`src/rtl/lhwfb_pkg.sv`:
```
// ----------------------------------------------------------------------------
// lhwfb_pkg: shared types, constants and the hue wheel color function
// Register indexes, request codes, sequencer states and reset values used by
// the frame buffer.
// ----------------------------------------------------------------------------
package lhwfb_pkg;

  localparam int unsigned LedCountDef = 4;

  localparam logic [7:0] HueSpacingRst   = 8'd35;
  localparam logic [7:0] PhaseAdvanceRst = 8'd2;
  localparam logic [2:0] BrightShiftRst  = 3'd1;

  // Hue wheel: six regions of 43 hue steps each, the last holding 41
  localparam logic [7:0] RegionSize = 8'd43;
  localparam logic [7:0] ChanFull   = 8'hFF;

  // One stored row per LED: green, red, blue
  localparam int unsigned RowW = 24;

  typedef enum logic [1:0] {
    CFG_HUE_SPACING   = 2'd0,
    CFG_PHASE_ADVANCE = 2'd1,
    CFG_BRIGHT_SHIFT  = 2'd2,
    CFG_UNUSED        = 2'd3
  } cfg_idx_e;

  typedef enum logic [1:0] {
    REQ_SET_RGB = 2'd0,
    REQ_SET_HUE = 2'd1,
    REQ_WAVE    = 2'd2,
    REQ_READ    = 2'd3
  } req_e;

  typedef enum logic [2:0] {
    ST_IDLE,
    ST_HUE_DIV,
    ST_HUE_WR,
    ST_RD_REQ,
    ST_RD_BYTE
  } state_e;

  typedef struct packed {
    logic [7:0] grn;
    logic [7:0] red;
    logic [7:0] blu;
  } pixel_t;

  // region: quotient hue / 43, offset: remainder (below 43), sh: brightness shift
  function automatic pixel_t hue_color(input logic [2:0] region,
                                       input logic [5:0] offset,
                                       input logic [2:0] sh);
    logic [7:0] rem;
    logic [7:0] up;
    logic [7:0] down;
    logic [7:0] r;
    logic [7:0] g;
    logic [7:0] b;
    pixel_t     px;
    rem  = 8'({2'b00, offset} * 8'd6);
    // 255 * x >> 8 equals x - 1 for 1 <= x <= 255
    up   = (rem == 8'd0) ? 8'd0 : rem - 8'd1;
    down = 8'd254 - rem;
    case (region)
      3'd0: begin r = ChanFull; g = up;       b = 8'd0;     end
      3'd1: begin r = down;     g = ChanFull; b = 8'd0;     end
      3'd2: begin r = 8'd0;     g = ChanFull; b = up;       end
      3'd3: begin r = 8'd0;     g = down;     b = ChanFull; end
      3'd4: begin r = up;       g = 8'd0;     b = ChanFull; end
      default: begin r = ChanFull; g = 8'd0;  b = down;     end
    endcase
    px.red = r >> sh;
    px.grn = g >> sh;
    px.blu = b >> sh;
    return px;
  endfunction

endpackage

```
`src/rtl/lhwfb_ram.sv`:
```
// ----------------------------------------------------------------------------
// lhwfb_ram: generic single-write, single-read RAM
// One write port, one read port with registered read data.
// ----------------------------------------------------------------------------
module lhwfb_ram #(
  parameter int unsigned Width = 24,
  parameter int unsigned Depth = 4,
  localparam int unsigned AddrW = (Depth > 1) ? $clog2(Depth) : 1
) (
  input  logic             clk_i,
  input  logic             wr_en_i,
  input  logic [AddrW-1:0] wr_addr_i,
  input  logic [Width-1:0] wr_data_i,
  input  logic             rd_en_i,
  input  logic [AddrW-1:0] rd_addr_i,
  output logic [Width-1:0] rd_data_o
);

  logic [Width-1:0] mem_q [Depth];
  logic [Width-1:0] rd_data_q;

  always_ff @(posedge clk_i) begin
    if (wr_en_i) begin
      mem_q[wr_addr_i] <= wr_data_i;
    end
    if (rd_en_i) begin
      rd_data_q <= mem_q[rd_addr_i];
    end
  end

  assign rd_data_o = rd_data_q;

endmodule

```
`src/rtl/led_hue_wheel_frame_buffer.sv`:
```
// ----------------------------------------------------------------------------
// led_hue_wheel_frame_buffer: pixel store with hue wheel and wave animation
// Holds green, red, blue bytes per LED and an 8-bit animation phase.
// ----------------------------------------------------------------------------
// Requests arrive one beat at a time on the input channel and are handled one
// at a time; in_stall_o stays high until the sequencer is back in idle. A set
// pixel RGB request is written straight from the accepting beat. After the
// accepting cycle, a set pixel hue request runs the shared compare-subtract
// unit once per 43-step wheel region plus one final compare and then writes
// the row. A wave step does the same for every LED in turn and then adds the
// phase advance. A frame read-out issues one row read per LED from the row
// RAM (registered read) and then emits green, red and blue as three output
// beats. The output beat sits in a register, so the next request is taken
// while the last byte still waits.
// Requests for an LED index at or past LED_COUNT change nothing. The store
// reads as zero after reset through per-LED valid flops; there is no clearing
// pass. byte_position wraps modulo 16. Configuration (index 0 hue spacing,
// 1 phase advance, 2 brightness shift) is always ready and must only be
// written while the block is idle.
// ----------------------------------------------------------------------------
module led_hue_wheel_frame_buffer #(
  parameter int unsigned LED_COUNT = lhwfb_pkg::LedCountDef
) (
  input  logic       clk_i,
  input  logic       rst_ni,
  // configuration write channel
  input  logic       cfg_valid_i,
  output logic       cfg_ready_o,
  input  logic [1:0] cfg_index_i,
  input  logic [7:0] cfg_data_i,
  // request channel
  input  logic       in_valid_i,
  output logic       in_stall_o,
  input  logic [1:0] req_type_i,
  input  logic [2:0] led_index_i,
  input  logic [7:0] red_level_i,
  input  logic [7:0] green_level_i,
  input  logic [7:0] blue_level_i,
  input  logic [7:0] hue_value_i,
  // frame byte channel
  output logic       out_valid_o,
  input  logic       out_stall_i,
  output logic [7:0] frame_byte_o,
  output logic [3:0] byte_position_o,
  output logic       last_byte_o
);

  import lhwfb_pkg::*;

  localparam int unsigned IdxW = (LED_COUNT > 1) ? $clog2(LED_COUNT) : 1;
  localparam logic [IdxW-1:0] LastRow = IdxW'(LED_COUNT - 1);

  // --- configuration registers ---
  logic [7:0] hue_spacing_q;
  logic [7:0] phase_advance_q;
  logic [2:0] bright_shift_q;

  assign cfg_ready_o = 1'b1;

  always_ff @(posedge clk_i or negedge rst_ni) begin
    if (!rst_ni) begin
      hue_spacing_q   <= HueSpacingRst;
      phase_advance_q <= PhaseAdvanceRst;
      bright_shift_q  <= BrightShiftRst;
    end else if (cfg_valid_i && cfg_ready_o) begin
      case (cfg_idx_e'(cfg_index_i))
        CFG_HUE_SPACING:   hue_spacing_q   <= cfg_data_i;
        CFG_PHASE_ADVANCE: phase_advance_q <= cfg_data_i;
        CFG_BRIGHT_SHIFT:  bright_shift_q  <= cfg_data_i[2:0];
        default: ;
      endcase
    end
  end

  // --- sequencer state ---
  state_e          state_q, state_d;
  logic            wave_q, wave_d;         // wave step in progress
  logic            in_range_q, in_range_d; // target LED exists
  logic [IdxW-1:0] row_q, row_d;           // LED being converted or read
  logic [7:0]      work_q, work_d;         // hue, reduced by 43 per step
  logic [2:0]      region_q, region_d;
  logic [7:0]      hue_acc_q, hue_acc_d;   // wave hue of current LED
  logic [7:0]      phase_q, phase_d;
  logic [1:0]      byte_sel_q, byte_sel_d;
  logic [3:0]      pos_q, pos_d;
  logic            rd_vld_q, rd_vld_d;     // row valid captured with the read
  logic [LED_COUNT-1:0] row_vld_q, row_vld_d;

  // --- output register ---
  logic       out_valid_q, out_valid_d;
  logic [7:0] out_byte_q, out_byte_d;
  logic [3:0] out_pos_q, out_pos_d;
  logic       out_last_q, out_last_d;

  // --- RAM port signals ---
  logic            wr_en;
  logic [IdxW-1:0] wr_addr;
  pixel_t          wr_px;
  logic            rd_en;
  pixel_t          rd_px;
  logic [RowW-1:0] rd_data;

  logic            in_acc;
  logic [6:0]      idx_ext;
  logic            idx_ok;
  pixel_t          hue_px;
  logic            out_free;
  logic [7:0]      sel_byte;

  assign in_acc   = in_valid_i && !in_stall_o;
  assign idx_ext  = {4'b0000, led_index_i};
  assign idx_ok   = idx_ext < 7'(LED_COUNT);
  assign hue_px   = hue_color(region_q, work_q[5:0], bright_shift_q);
  assign out_free = !out_valid_q || !out_stall_i;
  assign rd_px    = pixel_t'(rd_data);

  always_comb begin
    case (byte_sel_q)
      2'd0:    sel_byte = rd_px.grn;
      2'd1:    sel_byte = rd_px.red;
      default: sel_byte = rd_px.blu;
    endcase
    if (!rd_vld_q) begin
      sel_byte = 8'd0;
    end
  end

  always_comb begin
    state_d     = state_q;
    wave_d      = wave_q;
    in_range_d  = in_range_q;
    row_d       = row_q;
    work_d      = work_q;
    region_d    = region_q;
    hue_acc_d   = hue_acc_q;
    phase_d     = phase_q;
    byte_sel_d  = byte_sel_q;
    pos_d       = pos_q;
    rd_vld_d    = rd_vld_q;
    row_vld_d   = row_vld_q;
    out_valid_d = out_valid_q && out_stall_i;
    out_byte_d  = out_byte_q;
    out_pos_d   = out_pos_q;
    out_last_d  = out_last_q;
    wr_en       = 1'b0;
    wr_addr     = row_q;
    wr_px       = hue_px;
    rd_en       = 1'b0;
    in_stall_o  = 1'b1;

    case (state_q)
      ST_IDLE: begin
        in_stall_o = 1'b0;
        if (in_acc) begin
          case (req_e'(req_type_i))
            REQ_SET_RGB: begin
              // written straight from the beat
              wr_en       = idx_ok;
              wr_addr     = idx_ext[IdxW-1:0];
              wr_px.grn   = green_level_i;
              wr_px.red   = red_level_i;
              wr_px.blu   = blue_level_i;
              if (idx_ok) begin
                row_vld_d[idx_ext[IdxW-1:0]] = 1'b1;
              end
            end
            REQ_SET_HUE: begin
              wave_d     = 1'b0;
              in_range_d = idx_ok;
              row_d      = idx_ext[IdxW-1:0];
              work_d     = hue_value_i;
              region_d   = 3'd0;
              state_d    = ST_HUE_DIV;
            end
            REQ_WAVE: begin
              wave_d     = 1'b1;
              in_range_d = 1'b1;
              row_d      = '0;
              work_d     = phase_q;
              hue_acc_d  = phase_q;
              region_d   = 3'd0;
              state_d    = ST_HUE_DIV;
            end
            default: begin
              row_d      = '0;
              byte_sel_d = 2'd0;
              pos_d      = 4'd0;
              state_d    = ST_RD_REQ;
            end
          endcase
        end
      end

      ST_HUE_DIV: begin
        // shared compare-subtract: one wheel region per cycle
        if (work_q >= RegionSize) begin
          work_d   = work_q - RegionSize;
          region_d = region_q + 3'd1;
        end else begin
          state_d = ST_HUE_WR;
        end
      end

      ST_HUE_WR: begin
        wr_en = in_range_q;
        if (in_range_q) begin
          row_vld_d[row_q] = 1'b1;
        end
        if (wave_q && (row_q != LastRow)) begin
          row_d     = row_q + IdxW'(1);
          hue_acc_d = hue_acc_q + hue_spacing_q;
          work_d    = hue_acc_q + hue_spacing_q;
          region_d  = 3'd0;
          state_d   = ST_HUE_DIV;
        end else begin
          if (wave_q) begin
            phase_d = phase_q + phase_advance_q;
          end
          state_d = ST_IDLE;
        end
      end

      ST_RD_REQ: begin
        rd_en      = 1'b1;
        rd_vld_d   = row_vld_q[row_q];
        byte_sel_d = 2'd0;
        state_d    = ST_RD_BYTE;
      end

      ST_RD_BYTE: begin
        if (out_free) begin
          out_valid_d = 1'b1;
          out_byte_d  = sel_byte;
          out_pos_d   = pos_q;
          out_last_d  = (row_q == LastRow) && (byte_sel_q == 2'd2);
          pos_d       = pos_q + 4'd1;
          if (byte_sel_q == 2'd2) begin
            if (row_q == LastRow) begin
              state_d = ST_IDLE;
            end else begin
              row_d   = row_q + IdxW'(1);
              state_d = ST_RD_REQ;
            end
          end else begin
            byte_sel_d = byte_sel_q + 2'd1;
          end
        end
      end

      default: state_d = ST_IDLE;
    endcase
  end

  always_ff @(posedge clk_i or negedge rst_ni) begin
    if (!rst_ni) begin
      state_q     <= ST_IDLE;
      wave_q      <= 1'b0;
      in_range_q  <= 1'b0;
      row_q       <= '0;
      phase_q     <= 8'd0;
      byte_sel_q  <= 2'd0;
      pos_q       <= 4'd0;
      rd_vld_q    <= 1'b0;
      row_vld_q   <= '0;
      out_valid_q <= 1'b0;
    end else begin
      state_q     <= state_d;
      wave_q      <= wave_d;
      in_range_q  <= in_range_d;
      row_q       <= row_d;
      phase_q     <= phase_d;
      byte_sel_q  <= byte_sel_d;
      pos_q       <= pos_d;
      rd_vld_q    <= rd_vld_d;
      row_vld_q   <= row_vld_d;
      out_valid_q <= out_valid_d;
    end
  end

  // datapath registers, no reset needed
  always_ff @(posedge clk_i) begin
    work_q     <= work_d;
    region_q   <= region_d;
    hue_acc_q  <= hue_acc_d;
    out_byte_q <= out_byte_d;
    out_pos_q  <= out_pos_d;
    out_last_q <= out_last_d;
  end

  lhwfb_ram #(
    .Width (RowW),
    .Depth (LED_COUNT)
  ) u_row_ram (
    .clk_i     (clk_i),
    .wr_en_i   (wr_en),
    .wr_addr_i (wr_addr),
    .wr_data_i (RowW'(wr_px)),
    .rd_en_i   (rd_en),
    .rd_addr_i (row_q),
    .rd_data_o (rd_data)
  );

  assign out_valid_o     = out_valid_q;
  assign frame_byte_o    = out_byte_q;
  assign byte_position_o = out_pos_q;
  assign last_byte_o     = out_last_q;

endmodule
```
`config.mk`:
```
export PLATFORM = sky130hd
export DESIGN_NAME = led_hue_wheel_frame_buffer
export DESIGN_NICKNAME = d
export VERILOG_FILES = /design/src/rtl/lhwfb_pkg.sv /design/src/rtl/lhwfb_ram.sv /design/src/rtl/led_hue_wheel_frame_buffer.sv
export SDC_FILE = /design/constraint.sdc
export NUM_CORES = 1
export LEC_CHECK = 0
export BUFFER_PORTS_ARGS = -buffer_cell sky130_fd_sc_hd__buf_2
export CAP_MARGIN = 20
export CELL_PAD_IN_SITES_DETAIL_PLACEMENT = 1
export CELL_PAD_IN_SITES_GLOBAL_PLACEMENT = 1
export CORE_ASPECT_RATIO = 0.8
export CORE_MARGIN = 2
export CORE_UTILIZATION = 45
export DETAILED_ROUTE_END_ITERATION = 16
export GPL_ROUTABILITY_DRIVEN = 1
export PLACE_DENSITY_LB_ADDON = 0.1
export SYNTH_ARGS = -nofsm -noshare
export SYNTH_HDL_FRONTEND = slang
export SYNTH_SLANG_ARGS = --single-unit
```
`constraint.sdc`:
```
create_clock -name clk_i -period 3.1 [get_ports clk_i]
set_input_delay 0.31 -clock clk_i [delete_from_list [all_inputs] [get_ports clk_i]]
set_output_delay 0.31 -clock clk_i [all_outputs]
set_load 0.005 [all_outputs]
```
# Word level (Yosys, flattened, before mapping)

Memories as Yosys holds them, arrays and structs flattened. A register that Yosys moved wholly into a read port is not among the register bits.
Cells that the tools add are included.

Memories: 1
RAM bits: 96
Logic and storage cells: 185
Register bits after elaboration: 78
Output and inout port bits: 16
Input bits: 52

Multiply operators: 1
Bitwise logic cells: 3
$add $sub $neg: 9
Shifts and indexed selects: 3
Multiplexer cells: 70
Reduce and logical (&&, ||, !) cells: 41
Equal/unequal tests: 32
Magnitude comparators: 6

Memory list:

| name            | depth | bits a word | read ports | clocked after memory_dff | wr ports | RTL line        | RTL |
|---|---|---|---|---|---|---|---|
| u_row_ram.mem_q | 4     | 24          | 1          | 1                        | 1        | lhwfb_ram.sv:19 | `logic [Width-1:0] mem_q [Depth];` |

Operator list:

| operator           | number |
|---|---|
| $pmux 8 s3         | 4 |
| $mux 24            | 3 |
| $mux 8             | 6 |
| $pmux 8 s2         | 3 |
| $mux 4             | 7 |
| $ne 2x2->1 const B | 14 |
| $mux 2             | 13 |
| $reduce_and 5->1   | 5 |
| $mux 3             | 8 |
| $shr 8x3->8        | 3 |
| $add 8x8->8        | 2 |
| $pmux 4 s2         | 2 |
| $pmux 3 s5         | 1 |
| $eq 3x2->1 const B | 4 |
| $mux 1             | 12 |
| $pmux 2 s3         | 2 |
| $reduce_or 2->1    | 5 |
| $pmux 3 s3         | 1 |
| $reduce_bool 3->1  | 3 |
| $eq 2x2->1 const B | 4 |
| $ge 8x6->1 const B | 1 |
| $logic_not 8->1    | 1 |
| $or 4x4->4         | 2 |
| $reduce_and 2->1   | 4 |
| 31 further kinds   | 55 |

# Depth between registers and ports, before layout

Word-level depth: 9
Mapped depth: 12
Mapped depth without buffers: 10

# Modules after synthesis

From an unflattened synthesis, not the netlist that was laid out.

Cell total of the unflattened synthesis: 864
Area, all modules: 10496.3 um^2

Modules (own cells, without submodules):

| module                     | cells an instance | times used | sequential area each (um^2) | area each (um^2) |
|---|---|---|---|---|
| led_hue_wheel_frame_buffer | 710               | 1          | 2118.3                      | 6241.0 |
| lhwfb_ram                  | 154               | 1          | 3603.5                      | 4255.3 |

# Worst setup path after synthesis

No wires, ideal clock.

Path type: register -> register
Start point: reg work_q[1]
End point: mem u_row_ram.mem_q[0][8] (data pin)
Path buffers: 1
Data required time: 2808 ps
Setup slack: -185 ps
Arrival: 2994 ps
Clock period less this slack: 3285 ps
Setup time: 292 ps
Stages on the path, launching flop included: 11
Cell sequence: edfxtp_1 ha_1 fa_1 xor2_1 and3_1 clkbuf_1 a41oi_4 a22o_1 or4b_4 o211ai_2 a31oi_1

Cells in the longest elaborated chain, start to end: 8
Elaborated cells on any way between the ends: 10
Those cells by class: add/sub: 2; mul: 1; shift: 1; mux: 5; reduce/logical: 1

Ends and longest elaborated chain:

| element                                        | RTL line                          | RTL |
|---|---|---|
| start: declaration                             | led_hue_wheel_frame_buffer.sv:80  | `logic [7:0] work_q, work_d;` |
| start signal: assignment                       | led_hue_wheel_frame_buffer.sv:282 | `work_q <= work_d;` |
| $mul 6x2->7 *                                  | lhwfb_pkg.sv:60                   | `rem = 8'({2'b00, offset} * 8'd6);` |
| $sub 8x1->8 or $logic_not 8->1 (tied branches) | lhwfb_pkg.sv:62                   | `up = (rem == 8'd0) ? 8'd0 : rem - 8'd1;` |
| $mux 8                                         | lhwfb_pkg.sv:62                   |  |
| $pmux 8 s3 *                                   | lhwfb_pkg.sv:64                   | `case (region)` |
| $shr 8x3->8 *                                  | lhwfb_pkg.sv:72                   | `px.red = r >> sh;` |
| $mux 24                                        | led_hue_wheel_frame_buffer.sv:155 | `case (req_e'(req_type_i))` |
| $mux 24                                        | led_hue_wheel_frame_buffer.sv:154 | `if (in_acc) begin` |
| $mux 24 *                                      | led_hue_wheel_frame_buffer.sv:151 | `case (state_q)` |
| net u_row_ram.wr_data_i[8]                     | lhwfb_ram.sv:13                   | `input logic [Width-1:0] wr_data_i,` |
| end: declaration                               | lhwfb_ram.sv:19                   |  |

Mark *: on every way through the listed nets, which the timed path passes. The rest lies on a longest branch.

# Worst setup path in the final report

Start point: reg work_q[5]
End point: mem u_row_ram.mem_q[3][17] (data pin)

Cells in the longest elaborated chain, start to end: 8
Elaborated cells on any way between the ends: 10
Those cells by class: add/sub: 2; mul: 1; shift: 1; mux: 5; reduce/logical: 1

Ends and longest elaborated chain:

| element                                        | RTL line                          | RTL |
|---|---|---|
| $mul 6x2->7 *                                  | lhwfb_pkg.sv:60                   |  |
| $sub 8x1->8 or $logic_not 8->1 (tied branches) | lhwfb_pkg.sv:62                   |  |
| $mux 8                                         | lhwfb_pkg.sv:62                   |  |
| $pmux 8 s3 *                                   | lhwfb_pkg.sv:64                   |  |
| $shr 8x3->8 *                                  | lhwfb_pkg.sv:73                   | `px.grn = g >> sh;` |
| $mux 24                                        | led_hue_wheel_frame_buffer.sv:155 |  |
| $mux 24                                        | led_hue_wheel_frame_buffer.sv:154 |  |
| $mux 24 *                                      | led_hue_wheel_frame_buffer.sv:151 |  |
| net u_row_ram.wr_data_i[17]                    | lhwfb_ram.sv:13                   |  |

Marked as above.

==> flow_summary_export.csv <==
group,metric,value,unit
run_status,outcome,"finished, violations left",
run_status,failed_checks,"negative setup slack",
drt,totalWireLength,31800,um
global_routing,grt_pass1_wl,48500,um
cells_and_area,drive_gt1_frac,0.354,
sta,setup_viol,48,
sta,tightest_slew,1140,ps
power,max-vdd-ir-drop,0.731,mV
sta,min_period,3220,ps
clocking,cts_tree,"done",
clocking,cts_max_level,4,
global_routing,grt_max_degree,31,
worst_setup_path,crit_buf_inv,2,
flow_run,drv_cap,0,
cells_and_area,fin_nets,1098,
clocking,clkTransAtPathRegs,90,ps
clocking,insertion_delay,460,ps
worst_setup_path,cp.depth,11,
sta,rsz0062_at_grt,"yes",
worst_setup_path,startpoint,"work_q[5]",
floorplan,core_area,0.0232,mm^2
worst_setup_path,end_kind,"flip-flop",
drt,wl_per_cell,24.0,um
worst_setup_path,worst_ep_required_time,3360,ps
yosys,yosysWarnings,0,
yosys,synth_nets,950,
floorplan,initial_core_util,0.454,
worst_setup_path,rrSetupSlack,-120,ps
cells_and_area,layout.cells.most_common,"edfxtp_1",
worst_setup_path,critical_path.cell_chain,"ha_4 -> or3b_1 -> a211o_1 -> o211ai_4 -> buf_6 -> nor4b_4 -> buf_4 -> nor2_4 -> o31a_1 -> mux2_4 -> a211oi_4",
worst_setup_path,reg2reg_depth,11,
worst_setup_path,arrival,3480,ps
yosys,syn_inst,853,
global_routing,antenna_found_initial,1,
floorplan,rows,50,
floorplan,io_pins,68,
sta,slew_viol_final,0,
min_path,hold_class,"in2reg",
worst_setup_path,worstSetupPathType,"reg2reg",
drt,vias,7896,
yosys,yosysSeqAreaShare,0.542,
sta,layout_setup_ws,-117,ps
drt,initialDrtViolationCount,647,
global_routing,overflow,0,
power,p_per_area,1280,mW/mm^2
drt,dr.pass1.iters,5,
worst_setup_path,worstPathMaxFanout,6,
power,seq_power_share,0.245,
worst_setup_path,start_kind,"flip-flop",
worst_setup_path,cp_slowest_stage_delay,480,ps
worst_setup_path,worstReg2RegStart,"work_q[5]",
floorplan,die_x,175,um
yosys,ys.flop_type,"edfxtp_1",
cells_and_area,area_growth,25.6,%
yosys,avgSynthCellArea,12.4,um^2
worst_setup_path,setup.worst_path.end,"u_row_ram.mem_q[3][17]",
yosys,netlist_area,0.0105,mm^2
cells_and_area,multiInputGateArea,0.00515,mm^2
place,dp_cells,1275,
cells_and_area,n_fill_cell,2329,
place,dpl.hpwl,23200,um
power,p_leak,5.02,nW
floorplan,die_area,0.0247,mm^2
clocking,clkSinkCount,198,
place,io_buffers,66,
power,power_switching,7.42,mW
yosys,synth_edf_count,152,
floorplan,die_h,141,um
yosys,synth-seq-cells,198,
global_routing,grt_usage,0.262,
worst_setup_path,critPathTopFamily,"compound AO/OA/AOI/OAI gates",
sta,fmax,311,MHz
worst_setup_path,slowest_stage,"edfxtp_1",
sta,finalHoldViolCount,0,
drt,vias_per_cell,5.95,
place,place_congestion,0.899,
sta,min_period_over_period,1.04,
clocking,clk_path_buf_depth,2,
worst_setup_path,reg2reg_to,"u_row_ram.mem_q[3][17]",
global_routing,grt_pass1_vias,8233,
place,place_area,0.0119,mm^2
sta,skew,21.5,ps
drt,drtAntennaViolNets,0,
power,power_frac_comb,0.614,
power,swShare,0.439,
power,internal-power,9.50,mW
cells_and_area,antenna_cells,0,
yosys,async_flop_share,0.232,
clocking,cts_root_buf,"clkbuf_16",
drt,drcViolationCount,0,
sta,hold_ws,118,ps
yosys,synthDistinctLibCells,87,
cells_and_area,instances_no_fill,1326,
power,clock_power_share,0.141,
cells_and_area,final_cell_area,0.0133,mm^2
cells_and_area,register_area,0.00572,mm^2
clocking,numCtsBuffers,17,
cells_and_area,mostFrequentLayoutCells,"edfxtp_1, nand2_1, buf_4",
sta,max_slew_margin,0.239,
[cell families after synthesis]
family / after synthesis / share of synthesized area
compound gates: 220 / 0.155
flops: 198 / 0.542
fa+ha+maj: 45 / 0.0555
mux: 63 / 0.0924
simple gates: 218 / 0.0954
other cells: 1 / 0.000356
xor+xnor: 33 / 0.0288
buf+inv: 75 / 0.0301
[layout make-up]
class | instances | share of cell area
Inverter | 29 | 0.00821
Timing Repair Buffer | 175 | 0.0932
Multi-Input combinational cell | 580 | 0.389
Sequential cell | 198 | 0.432
Tap cell | 312 | 0.0295
Clock inverter | 15 | 0.0167
Clock buffer | 17 | 0.0321
[worst register-to-register path: cells and delay by family (launching register included)]
| family | cells | cell delay, ps |
|---|---|---|
| flops | 1 | 480 |
| compound gates | 4 | 920 |
| buf+inv | 2 | 370 |
| simple gates | 3 | 640 |
| fa+ha+maj | 1 | 300 |
| mux | 1 | 300 |
[metal layers]
layer  GRT usage  wire [um]  up-vias
met1       0.393      15500     4098
met3      0.0437       1500       32
met5           0          0        -
met2       0.396      14300      231
met4      0.0675        450        0
li1            -          -     3535
[power by group through the flow]
stage / sequential, mW / combinational (mW) / clock (mW)
6_report: 4.14 / 10.4 / 2.39
4_1_cts: 4.14 / 9.34 / 2.43
3_3_place_gp: 4.16 / 8.02 / 0
5_1_grt: 4.19 / 11.1 / 2.52
3_5_place_dp: 4.20 / 8.27 / 0
2_1_floorplan: 4.09 / 5.17 / 0
[synthesized netlist by cell type, types with 7 or more instances]
master	n	area (um^2)
ha_1	42	526
clkbuf_1	32	120
nand2_1	101	379
a21boi_0	9	67.6
nor2_1	45	169
a21oi_1	47	235
o22ai_1	7	43.8
mux4_2	25	563
dfrtp_1	41	1030
a31oi_1	7	43.8
o211ai_1	9	67.6
mux2_2	25	282
o21ai_0	31	155
xnor2_1	19	166
mux2i_1	13	130
a22oi_1	11	82.6
xor2_1	12	105
o221ai_1	8	70.1
edfxtp_1	152	4560
a22o_1	9	78.8
o21bai_1	7	52.6
nor2b_1	8	50.1
inv_1	29	109
nor3_1	14	70.1
nand3_1	14	70.1
[timing repair]
action	in CTS	in global routing
hold buffers	1	0
buffers inserted	12	6
pin swaps	27	23
hold endpoints to repair	20	0
endpoints found under the setup margin	96	84
gates resized for setup	62	45
[sequential cells by signal (all words and copies together), names as in the netlist]
signal and count:
frame_byte_o 8, rd_vld_q 1, region_q 3, out_valid_o 1
byte_sel_q 2, phase_advance_q 8, bright_shift_q 3, pos_q 4
wave_q 1, in_range_q 1, last_byte_o 1, byte_position_o 4
row_vld_q 4, u_row_ram.mem_q 96, row_q 2, hue_spacing_q 8
state_q 3, u_row_ram.rd_data_o 24, hue_acc_q 8, phase_q 8
work_q 8
[metrics by stage]
stage	worst slack, ps	setup TNS, ps	total power [mW]	util
global placement	-193	-9210	12.2	0.512
finish	-117	-2540	16.9	0.571
floorplan	-45.6	-561	9.26	-
detailed placement	-263	-16780	12.5	0.512
global route	-188	-8970	17.8	0.571
CTS	-46.3	-612	15.9	0.557
[worst min-delay path by stage]
stage | startpoint | to | cells after the start
3_5_place_dp | rst_ni | state_q[2] | 1
3_3_place_gp | rst_ni | state_q[2] | 1
5_1_grt | cfg_data_i[4] | phase_advance_q[4] | 2
6_report | cfg_data_i[4] | hue_spacing_q[4] | 2
2_1_floorplan | rst_ni | bright_shift_q[1] | 0
4_1_cts | cfg_data_i[4] | phase_advance_q[4] | 2
Power figures use the tool's default switching activity.
